## src/hw/rtl/brlc_pkg.sv

```systemverilog
// shared types and constants of the beat repeat loop crossfade block
`default_nettype none

package brlc_pkg;

  // one lane per stereo channel: lane 0 left, lane 1 right
  localparam int unsigned LANES = 2;

  // fixed field widths of the input transaction
  localparam int unsigned DIV_LEN_W = 20;
  localparam int unsigned TAG_W     = 8;

  // control from the sequencer to the merge stage
  typedef struct packed {
    logic load;       // take a result into the output register
    logic use_mix;    // lanes carry a crossfaded value
    logic repeating;  // result is replayed from the capture store
  } out_ctl_t;

endpackage

`default_nettype wire

```

## src/hw/rtl/brlc_merge.sv

```systemverilog
// merge stage: joins the lane results into the output register
`default_nettype none

module brlc_merge #(
  parameter int unsigned SAMPLE_BITS = 24
) (
  input  wire logic                          clk_i,
  input  wire logic                          rst_ni,
  input  wire brlc_pkg::out_ctl_t            ctl_i,
  input  wire logic signed [SAMPLE_BITS-1:0] mix_i [brlc_pkg::LANES],
  input  wire logic signed [SAMPLE_BITS-1:0] raw_i [brlc_pkg::LANES],
  output logic                               space_o,
  output logic                               out_valid_o,
  input  wire logic                          out_stall_i,
  output logic signed [SAMPLE_BITS-1:0]      left_out_o,
  output logic signed [SAMPLE_BITS-1:0]      right_out_o,
  output logic                               repeating_o
);

  import brlc_pkg::*;

  logic                          valid_q, valid_d;
  logic signed [SAMPLE_BITS-1:0] res_q [LANES];
  logic                          rep_q;

  // output register is free when empty or drained this cycle
  assign space_o = !valid_q || !out_stall_i;

  always_comb begin
    valid_d = valid_q;
    if (ctl_i.load) begin
      valid_d = 1'b1;
    end else if (valid_q && !out_stall_i) begin
      valid_d = 1'b0;
    end
  end

  always_ff @(posedge clk_i or negedge rst_ni) begin
    if (!rst_ni) begin
      valid_q <= 1'b0;
    end else begin
      valid_q <= valid_d;
    end
  end

  // per lane select between mix and raw sample
  always_ff @(posedge clk_i) begin
    if (ctl_i.load) begin
      for (int i = 0; i < LANES; i++) begin
        res_q[i] <= ctl_i.use_mix ? mix_i[i] : raw_i[i];
      end
      rep_q <= ctl_i.repeating;
    end
  end

  assign out_valid_o = valid_q;
  assign left_out_o  = res_q[0];
  assign right_out_o = res_q[1];
  assign repeating_o = rep_q;

endmodule

`default_nettype wire

```

## config.mk

```make
export PLATFORM = sky130hd
export DESIGN_NAME = brlc_merge
export DESIGN_NICKNAME = d
export VERILOG_FILES = /design/src/hw/rtl/brlc_pkg.sv /design/src/hw/rtl/brlc_merge.sv
export SDC_FILE = /design/constraint.sdc
export NUM_CORES = 1
export LEC_CHECK = 0
export BUFFER_PORTS_ARGS = -buffer_cell sky130_fd_sc_hd__buf_2
export CORE_AREA = 10 10 84 86
export DETAILED_ROUTE_END_ITERATION = 10
export DIE_AREA = 0 0 94 96
export PLACE_DENSITY = 0.86
export SYNTH_ARGS = -nofsm -noshare
export SYNTH_HDL_FRONTEND = slang
export SYNTH_SLANG_ARGS = --single-unit
```

## constraint.sdc

```tcl
create_clock -name clk_i -period 1 [get_ports clk_i]
set_clock_uncertainty 0.2 [all_clocks]
set_input_delay 0.2 -clock clk_i [delete_from_list [all_inputs] [get_ports clk_i]]
set_output_delay 0.2 -clock clk_i [all_outputs]
set_load 0.05 [all_outputs]
```

==> flow_metrics.env <==
export IMPL_hpwl_um=5420
export IMPL_gp_congestion=0.755
export IMPL_worstHoldPathCells=2
export IMPL_worst_setup_path_start_kind="register"
export IMPL_hold_viol=12
export IMPL_design_area_um2=3700
export IMPL_synth_seq_cells=50
export IMPL_p_leak_nw=1.71
export IMPL_clk_latency_ns=0.30
export IMPL_drt_pre_antenna_iters=4
export IMPL_holdPathEnd="out_valid_o$_DFFE_PN0P_"
export IMPL_critPathRequiredTime_ns=0.60
export IMPL_grt_pass1_vias=1900
export IMPL_cts_hold_buf=2
export IMPL_violations="negative hold slack, negative setup slack"
export IMPL_routed_via_density=4.70
export IMPL_clockBufferDepth=2
export IMPL_initial_core_util_pct=40.1
export IMPL_antenna_found_initial=0
export IMPL_rr_startpoint="out_valid_o$_DFFE_PN0P_"
export IMPL_grt_ovfl_total=0
export IMPL_syn_inst=105
export IMPL_fin_hold_ws_ns=-0.0624
export IMPL_worst_r2r_endpoint="out_valid_o$_DFFE_PN0P_"
export IMPL_vias=1607
export IMPL_synth_area_leaders="edfxtp_1, mux2_2, mux2_4"
export IMPL_synth_cell_type_count=8
export IMPL_setup_violations=51
export IMPL_placed_area_um2=3150
export IMPL_endpoint_kind="output pin"
export IMPL_fin_tns_setup_ns=-13.30
export IMPL_seq_area_frac_synth_pct=69.1
export IMPL_tightest_slew_ns=0.158
export IMPL_period_share_pct=135
export IMPL_path_class="register to output pin"
export IMPL_root_buffer="clkbuf_8"
export IMPL_fp_dieH_um=96
export IMPL_syn_cell_area_um2=2170
export IMPL_die_area_um2=9020
export IMPL_grt_util_all_layers_pct=15.4
export IMPL_final_antenna_net_count=0
export IMPL_dr_first_iter_drc_count=43
export IMPL_hp_class="input port to register"
export IMPL_grt_pass1_wl_um=10400
export IMPL_grt_max_degree=29
export IMPL_power_density_nw_per_um2=1500
export IMPL_htree_levels=2
export IMPL_setup_ws_ns=-0.353
export IMPL_finalCriticalPeriod_ns=1.35
export IMPL_drcViolationCount=0
export IMPL_antenna_cells=0
export IMPL_routed_wl_um=7080
export IMPL_r2r_cells=1
export IMPL_cts_buffers=5
export IMPL_ir_drop_v=0.000996
export IMPL_clkTransAtPathRegs_ns=0.10
export IMPL_area_delta_synth_final_pct=70.6
export IMPL_r2r_slack_ns=0.10
export IMPL_cts_tree="done"
export IMPL_clock_sinks=50
export IMPL_slew_headroom_pct=89.5
export IMPL_max_cap_violations=0
export IMPL_drive_above_1_share_pct=80.7
export IMPL_post_drt_wl_per_cell_um=20.7
export IMPL_hold_start="out_stall_i"
export IMPL_rsz0062_at_grt="true"
export IMPL_ys_warn_count=0
export IMPL_die_width_um=94
export IMPL_status="finished with violations"
export IMPL_crit_fanout=3
export IMPL_slew_viol_final=0
export IMPL_syn_area_per_cell_um2=20.6
export IMPL_yosysTopAreaCell="edfxtp_1"
export IMPL_ios=153
export IMPL_synth_top_area_share_pct=67.9
export IMPL_io_buffers=152
export IMPL_nets=371
export IMPL_synth_nets=207
export IMPL_fp_coreArea_um2=5410
export IMPL_n_fill_cell=361
export IMPL_arrival_ns=0.95
export IMPL_fmax_mhz=739
export IMPL_p_total_mw=5.54
export IMPL_num_rows=27
==> per-stage QoR <==
step	setup WS (ns)	util, %	std cells
2_1_floorplan	-0.202	-	105
3_3_place_gp	-0.375	58.2	328
3_5_place_dp	-0.398	58.2	328
4_1_cts	-0.357	68.4	342
5_1_grt	-0.378	68.4	342
6_report	-0.353	68.4	342
==> routing by layer <==
layer / part of all wire (%) / track usage [%] / wire (µm) / vias to the layer above
met5: 0 / 0 / 0 / -
met4: 0.79 / 4.18 / 56 / 0
met3: 13 / 8.02 / 887 / 4
met2: 52 / 27.4 / 3690 / 106
met1: 35 / 15.6 / 2450 / 756
li1: - / - / - / 741
==> what timing repair did <==
action                     CTS  global route
buffers inserted             0             0
gates resized for setup    108             0
hold endpoints to repair    31            20
setup endpoints to repair   99            51
gates cloned                 4             0
==> layout make-up <==
class	instances	area [µm²]	area share, %
clock buffers	5	68.8	1.86
well taps	72	90.1	2.44
repair buffers	162	1310	35.5
clock inverters	3	21.3	0.575
flip-flops and latches	50	1500	40.5
multi-input cells	50	704	19.1
==> synth_stat cells <==
cell type and n:
a21o_1 1, buf_2 2, buf_6 3, dfrtp_1 1
edfxtp_1 49, mux2_2 28, mux2_4 20, nand2_1 1
==> worst max-delay path: stages, from the launching register on <==
cell	delay, ns
dfrtp_2	0.44
nand2_2	0.08
buf_8	0.14
==> sequential cells by signal (all words and copies together), names as in the netlist <==
name         cells
res_q           48
out_valid_o      1
repeating_o      1
==> report_power, final <==
group / switching [mW] / leakage, nW / internal, mW / total, mW
Clock: 0.660 / 0.0441 / 0.492 / 1.15
Combinational: 0.982 / 1.18 / 0.791 / 1.77
Sequential: 0.0903 / 0.490 / 2.53 / 2.62
==> cell families after synthesis <==
group	share of synthesized area (%)
DFF	69.1
AOI/OAI and AO/OA	0.347
buffers and inverters	2.02
and+or+nand+nor	0.173
muxes	28.4
==> worst max-delay path by stage <==
stage / to / slack (ns) / depth (start not counted) / start
floorplan: res_q[0][25]$_DFFE_PP_ / -0.20 / 3 / ctl_i[1]
global placement: res_q[0][2]$_DFFE_PP_ / -0.38 / 3 / ctl_i[1]
detailed placement: res_q[0][47]$_DFFE_PP_ / -0.40 / 3 / ctl_i[1]
CTS: space_o / -0.36 / 2 / out_valid_o$_DFFE_PN0P_
global route: space_o / -0.38 / 2 / out_valid_o$_DFFE_PN0P_
finish: space_o / -0.35 / 2 / out_valid_o$_DFFE_PN0P_
==> layout by cell type, fill, tap and decap left out, types with 2 or more instances in the layout <==
| cell | count |
|---|---|
| dlygate4sd3_1 | 2 |
| clkbuf_8 | 5 |
| buf_2 | 100 |
| edfxtp_1 | 49 |
| mux2_2 | 8 |
| buf_6 | 48 |
| buf_16 | 4 |
| buf_12 | 6 |
| mux2_4 | 40 |
Power figures use the tool's default switching activity.
