--- src/hw/rtl/brlc_lane.sv ---
// one channel lane: crossfade mix with a bit-serial divider
`default_nettype none

module brlc_lane #(
  parameter int unsigned SAMPLE_BITS = 24,
  parameter int unsigned FADE_W      = 9
) (
  input  wire logic                          clk_i,
  input  wire logic                          rst_ni,
  input  wire logic                          start_i,
  input  wire logic signed [SAMPLE_BITS-1:0] tail_i,
  input  wire logic signed [SAMPLE_BITS-1:0] head_i,
  input  wire logic        [FADE_W-1:0]      mul_i,
  input  wire logic        [FADE_W-1:0]      div_i,
  output logic                               done_o,
  output logic signed [SAMPLE_BITS-1:0]      mix_o
);

  // quotient magnitude never exceeds |head - tail|
  localparam int unsigned QW = SAMPLE_BITS + 1;
  localparam int unsigned PW = SAMPLE_BITS + FADE_W + 2;
  localparam int unsigned IW = $clog2(QW);

  typedef enum logic [3:0] {
    L_IDLE = 4'b0001,
    L_MAG  = 4'b0010,
    L_DIV  = 4'b0100,
    L_DONE = 4'b1000
  } lane_state_e;

  lane_state_e state_q, state_d;
  logic [IW-1:0] iter_q, iter_d;

  logic signed [PW-1:0]          prod_q;
  logic signed [SAMPLE_BITS-1:0] tail_q;
  logic        [FADE_W-1:0]      div_q;
  logic                          neg_q, neg_d;
  logic        [FADE_W-1:0]      rem_q, rem_d;
  logic        [QW-1:0]          quo_q, quo_d;

  logic signed [SAMPLE_BITS:0]   diff;
  logic signed [FADE_W:0]        mul_s;
  logic signed [PW-1:0]          prod;
  logic        [PW-1:0]          mag;
  logic        [FADE_W:0]        shift_val;
  logic        [FADE_W:0]        div_x;
  logic                          ge;
  logic signed [QW:0]            quo_s;
  logic signed [QW:0]            sum;

  // weighted difference, registered before the divider
  assign diff  = $signed({head_i[SAMPLE_BITS-1], head_i})
               - $signed({tail_i[SAMPLE_BITS-1], tail_i});
  assign mul_s = $signed({1'b0, mul_i});
  assign prod  = diff * mul_s;

  // magnitude for unsigned division, truncation toward zero
  assign mag = prod_q[PW-1] ? (~prod_q + PW'(1)) : prod_q;

  // one restoring division step
  assign div_x     = {1'b0, div_q};
  assign shift_val = {rem_q, quo_q[QW-1]};
  assign ge        = (shift_val >= div_x);

  always_comb begin
    state_d = state_q;
    iter_d  = iter_q;
    neg_d   = neg_q;
    rem_d   = rem_q;
    quo_d   = quo_q;
    case (state_q)
      L_IDLE, L_DONE: begin
        if (start_i) begin
          state_d = L_MAG;
        end
      end
      L_MAG: begin
        neg_d   = prod_q[PW-1];
        rem_d   = FADE_W'(mag >> QW);
        quo_d   = mag[QW-1:0];
        iter_d  = '0;
        state_d = L_DIV;
      end
      L_DIV: begin
        rem_d  = ge ? FADE_W'(shift_val - div_x) : FADE_W'(shift_val);
        quo_d  = {quo_q[QW-2:0], ge};
        iter_d = iter_q + IW'(1);
        if (iter_q == IW'(QW - 1)) begin
          state_d = L_DONE;
        end
      end
      default: begin
        state_d = L_IDLE;
      end
    endcase
  end

  // control state
  always_ff @(posedge clk_i or negedge rst_ni) begin
    if (!rst_ni) begin
      state_q <= L_IDLE;
      iter_q  <= '0;
    end else begin
      state_q <= state_d;
      iter_q  <= iter_d;
    end
  end

  // datapath registers
  always_ff @(posedge clk_i) begin
    if (start_i && (state_q == L_IDLE || state_q == L_DONE)) begin
      prod_q <= prod;
      tail_q <= tail_i;
      div_q  <= div_i;
    end
    neg_q <= neg_d;
    rem_q <= rem_d;
    quo_q <= quo_d;
  end

  // signed quotient added back onto the tail sample
  assign quo_s  = neg_q ? -$signed({1'b0, quo_q}) : $signed({1'b0, quo_q});
  assign sum    = $signed({{2{tail_q[SAMPLE_BITS-1]}}, tail_q}) + quo_s;
  assign mix_o  = sum[SAMPLE_BITS-1:0];
  assign done_o = (state_q == L_DONE);

endmodule

`default_nettype wire

--- config.mk ---
export PLATFORM = sky130hd
export DESIGN_NAME = brlc_lane
export DESIGN_NICKNAME = d
export VERILOG_FILES = /design/src/hw/rtl/brlc_lane.sv
export SDC_FILE = /design/constraint.sdc
export NUM_CORES = 1
export LEC_CHECK = 0
export BUFFER_PORTS_ARGS = -buffer_cell sky130_fd_sc_hd__buf_2
export CORE_ASPECT_RATIO = 0.75
export CORE_MARGIN = 1.5
export CORE_UTILIZATION = 35
export DETAILED_ROUTE_END_ITERATION = 10
export GPL_TIMING_DRIVEN = 0
export PLACE_DENSITY_LB_ADDON = 0.12
export SETUP_SLACK_MARGIN = 0.02
export SYNTH_ARGS = -nofsm -noshare
export SYNTH_HDL_FRONTEND = slang
export SYNTH_SLANG_ARGS = --single-unit
--- constraint.sdc ---
create_clock -name clk_i -period 5.7 [get_ports clk_i]
set_input_delay 0.285 -clock clk_i [delete_from_list [all_inputs] [get_ports clk_i]]
set_output_delay 0.285 -clock clk_i [all_outputs]
set_load 0.01 [all_outputs]
==> metrics.csv <==
metric,value,unit
Placed Area,17400,um^2
worst r2r src,prod_q[6]$_DFFE_PP_,
cell count after placement,2355,
DIE HEIGHT,186,um
Vias,12500,
share of the synthesized area in the top cell type,0.240,
R2R depth,8,
crit-path max FO,4,
gpl congestion,0.865,
Crit Reg-Reg Endpoint,rem_q[4]$_DFFE_PP_,
Die W,247,um
Slew Limit Fails,0,
GR Overflow Total,0,
Final Critical Period,7.31,ns
Die Area,46100,um^2
# port buffers,93,
Area Growth Syn to Fin,24.5,%
pin count of the biggest net entering global routing,36,
clock-pin slew on the worst setup and hold paths,0.07,ns
main area contributors after synthesis,"fa_1 (24%), edfxtp_1 (20%), ha_1 (11%)",
Post-synth EDFFs,103,
Via density,5.05,
Routed Antenna Nets,0,
Core ar.,43800,um^2
Worst Path Buf+Inv,6,
final worst slack,-1.61,ns
"CP delay by family, top",adder cells,
Final Instance Count excl. Fillers,2473,
Syn Area/Cell,9.32,um^2
Critical Path AT,7.40,ns
fmax,0.137,GHz
CP endpoint kind,flip-flop,
Total GRT Usage,0.205,
cell count after synthesis,1681,
Hold Fails Final Rpt,0,
Yosys cell types,70,
dpl hpwl,36000,um
max cap viols,0,
hold endpoint,div_q[4]$_DFFE_PP_,
root buf cell,clkbuf_16,
RSZ-0062 raised after global routing,yes,
"Period Utilization, post-route",1.28,
CP peak stage delay,0.55,ns
H-tree levels,3,
Worst-Margin Slew,0.919,ns
FP Rows,66,
router iterations before antenna repair,5,
CTS max path bufs,2,
"commonest non-fill, non-tap cells in the layout","inv_1 (238), fa_1 (179), nand2_1 (149)",
drt total wl,45600,um
"reg-to-reg slack, setup",2.59,ns
critical path's most frequent cell,fa_1,
HP Class,in -> reg,
Setup CP Type,in -> reg,
CP Data Required Time,5.79,ns
Synth Flop Type,edfxtp_1,
Worst Skew,0.00915,ns
Clock Latency Late Sink,0.36,ns
global-route wire length before repair,72700,um
outcome,"finished, violations left",
drt wl/cell,18.4,um
hold path start,div_i[4],
syn_nets,2073,
vias in the first global route,13000,
sequential area share after synthesis,0.212,
CTS sink count,112,
failing checks,negative setup slack,
"FF+latch count, synth",112,
yosys warns,0,
number of remaining DRC errors,0,
final net count,2281,
share of cells above drive strength 1,0.214,
total CTS buffers,9,
Worst Hold Path Cells,1,
endpoints failing setup,23,
critical path launch point type,primary input,
Synth Cell Area,15700,um^2
antenna violations before repair,0,
"commonest non-fill, non-tap cell in the layout",inv_1,
Yosys top cell by area,fa_1,
Finished Cell Area,19500,um^2
asr flop ratio synth,0.0804,
1st-iter DRT viols,563,
relative slew slack,0.387,
TritonCTS clock tree,yes,
# IOs,94,
Initial Util,0.358,
Critical-path top delay cell,fa_1,
sequential cells by signal (all words and copies together), names as in the netlist:
register	cells
div_q	9
iter_q	5
neg_q	1
prod_q	35
quo_q	25
rem_q	9
state_q	4
tail_q	24
Yosys cell counts, types with 9 or more instances:
master / n
nor2_1: 59
ha_1: 135
xor2_1: 53
edfxtp_1: 103
xnor2_1: 80
nand2_1: 165
clkbuf_1: 41
and2_1: 125
o31ai_1: 22
fa_1: 188
a211oi_1: 10
or3_1: 11
nand2b_1: 18
nor3_1: 18
inv_1: 260
nand3_1: 19
a21oi_1: 83
nor2b_1: 32
a21o_1: 29
a31oi_1: 9
o21ai_0: 89
cell type report:
class / instances / area (um^2)
multi-input combinational: 1268 / 12500
sequential: 112 / 3320
inverter: 260 / 991
tap: 578 / 723
clock inverter: 2 / 16.3
clock buffer: 14 / 254
buffer: 36 / 135
antenna: 1 / 2.50
timing repair buffer: 202 / 1610
fill: 4292 / 24300
worst max-delay path by stage:
stage | from | to | depth (start not counted) | slack (ns)
2_1_floorplan | head_i[0] | prod_q[31]$_DFFE_PP_ | 30 | -1.27
3_3_place_gp | tail_i[9] | prod_q[31]$_DFFE_PP_ | 28 | -2.75
3_5_place_dp | tail_i[1] | prod_q[33]$_DFFE_PP_ | 26 | -2.74
4_1_cts | head_i[0] | prod_q[31]$_DFFE_PP_ | 30 | -1.62
5_1_grt | head_i[0] | prod_q[34]$_DFFE_PP_ | 30 | -1.84
6_report | head_i[0] | prod_q[34]$_DFFE_PP_ | 30 | -1.61
worst register-to-register path, cell delays in order, from the launching register on:
cell and delay [ns]:
edfxtp_1 0.47, nor4_1 0.53, nor3b_4 0.35, nand3_1 0.20, or4_4 0.49, or2_1 0.25, o41ai_2 0.24, xor2_1 0.22
a21oi_1 0.10
metal layers:
metal	wire, um	GRT usage	vias up
met5	0	0	-
met4	626	0.0327	0
met2	20400	0.335	249
li1	-	-	5992
met3	1960	0.0297	36
met1	22600	0.294	6223
stage by stage:
stage                     worst slack [ns]  TNS (ns)  hold WS, ns  utilization
after global placement               -2.75    -49.19        0.158        0.395
after floorplan                      -1.27    -15.71      -0.0106            -
after global routing                 -1.84    -28.99       0.0801        0.446
after CTS                            -1.62    -22.63       0.0808        0.433
final                                -1.61    -23.66       0.0970        0.446
after detailed placement             -2.74    -50.14        0.162        0.397
kinds of logic (layout without fill, tap and decap cells):
kind of cell    after synthesis  count (layout)  synth area share
compound gates              311             311             0.127
xor+xnor                    133             134            0.0743
simple gates                497             497             0.165
mux                           3               3           0.00200
buf+inv                     302             514            0.0723
other cells                   0               1                 0
flops                       112             112             0.212
fa+ha+maj                   323             323             0.348
timing repair:
item | CTS | global route
setup buffers | 80 | 37
endpoints found under the hold margin | 8 | 0
pin swaps | 79 | 98
hold buffers | 1 | 0
gates cloned | 1 | 0
setup endpoints to repair | 28 | 26
gates resized for setup | 123 | 78
Power is left out: the tool's default activity adds up to more than one toggle a clock period on the data nets, which glitch-free logic cannot reach.
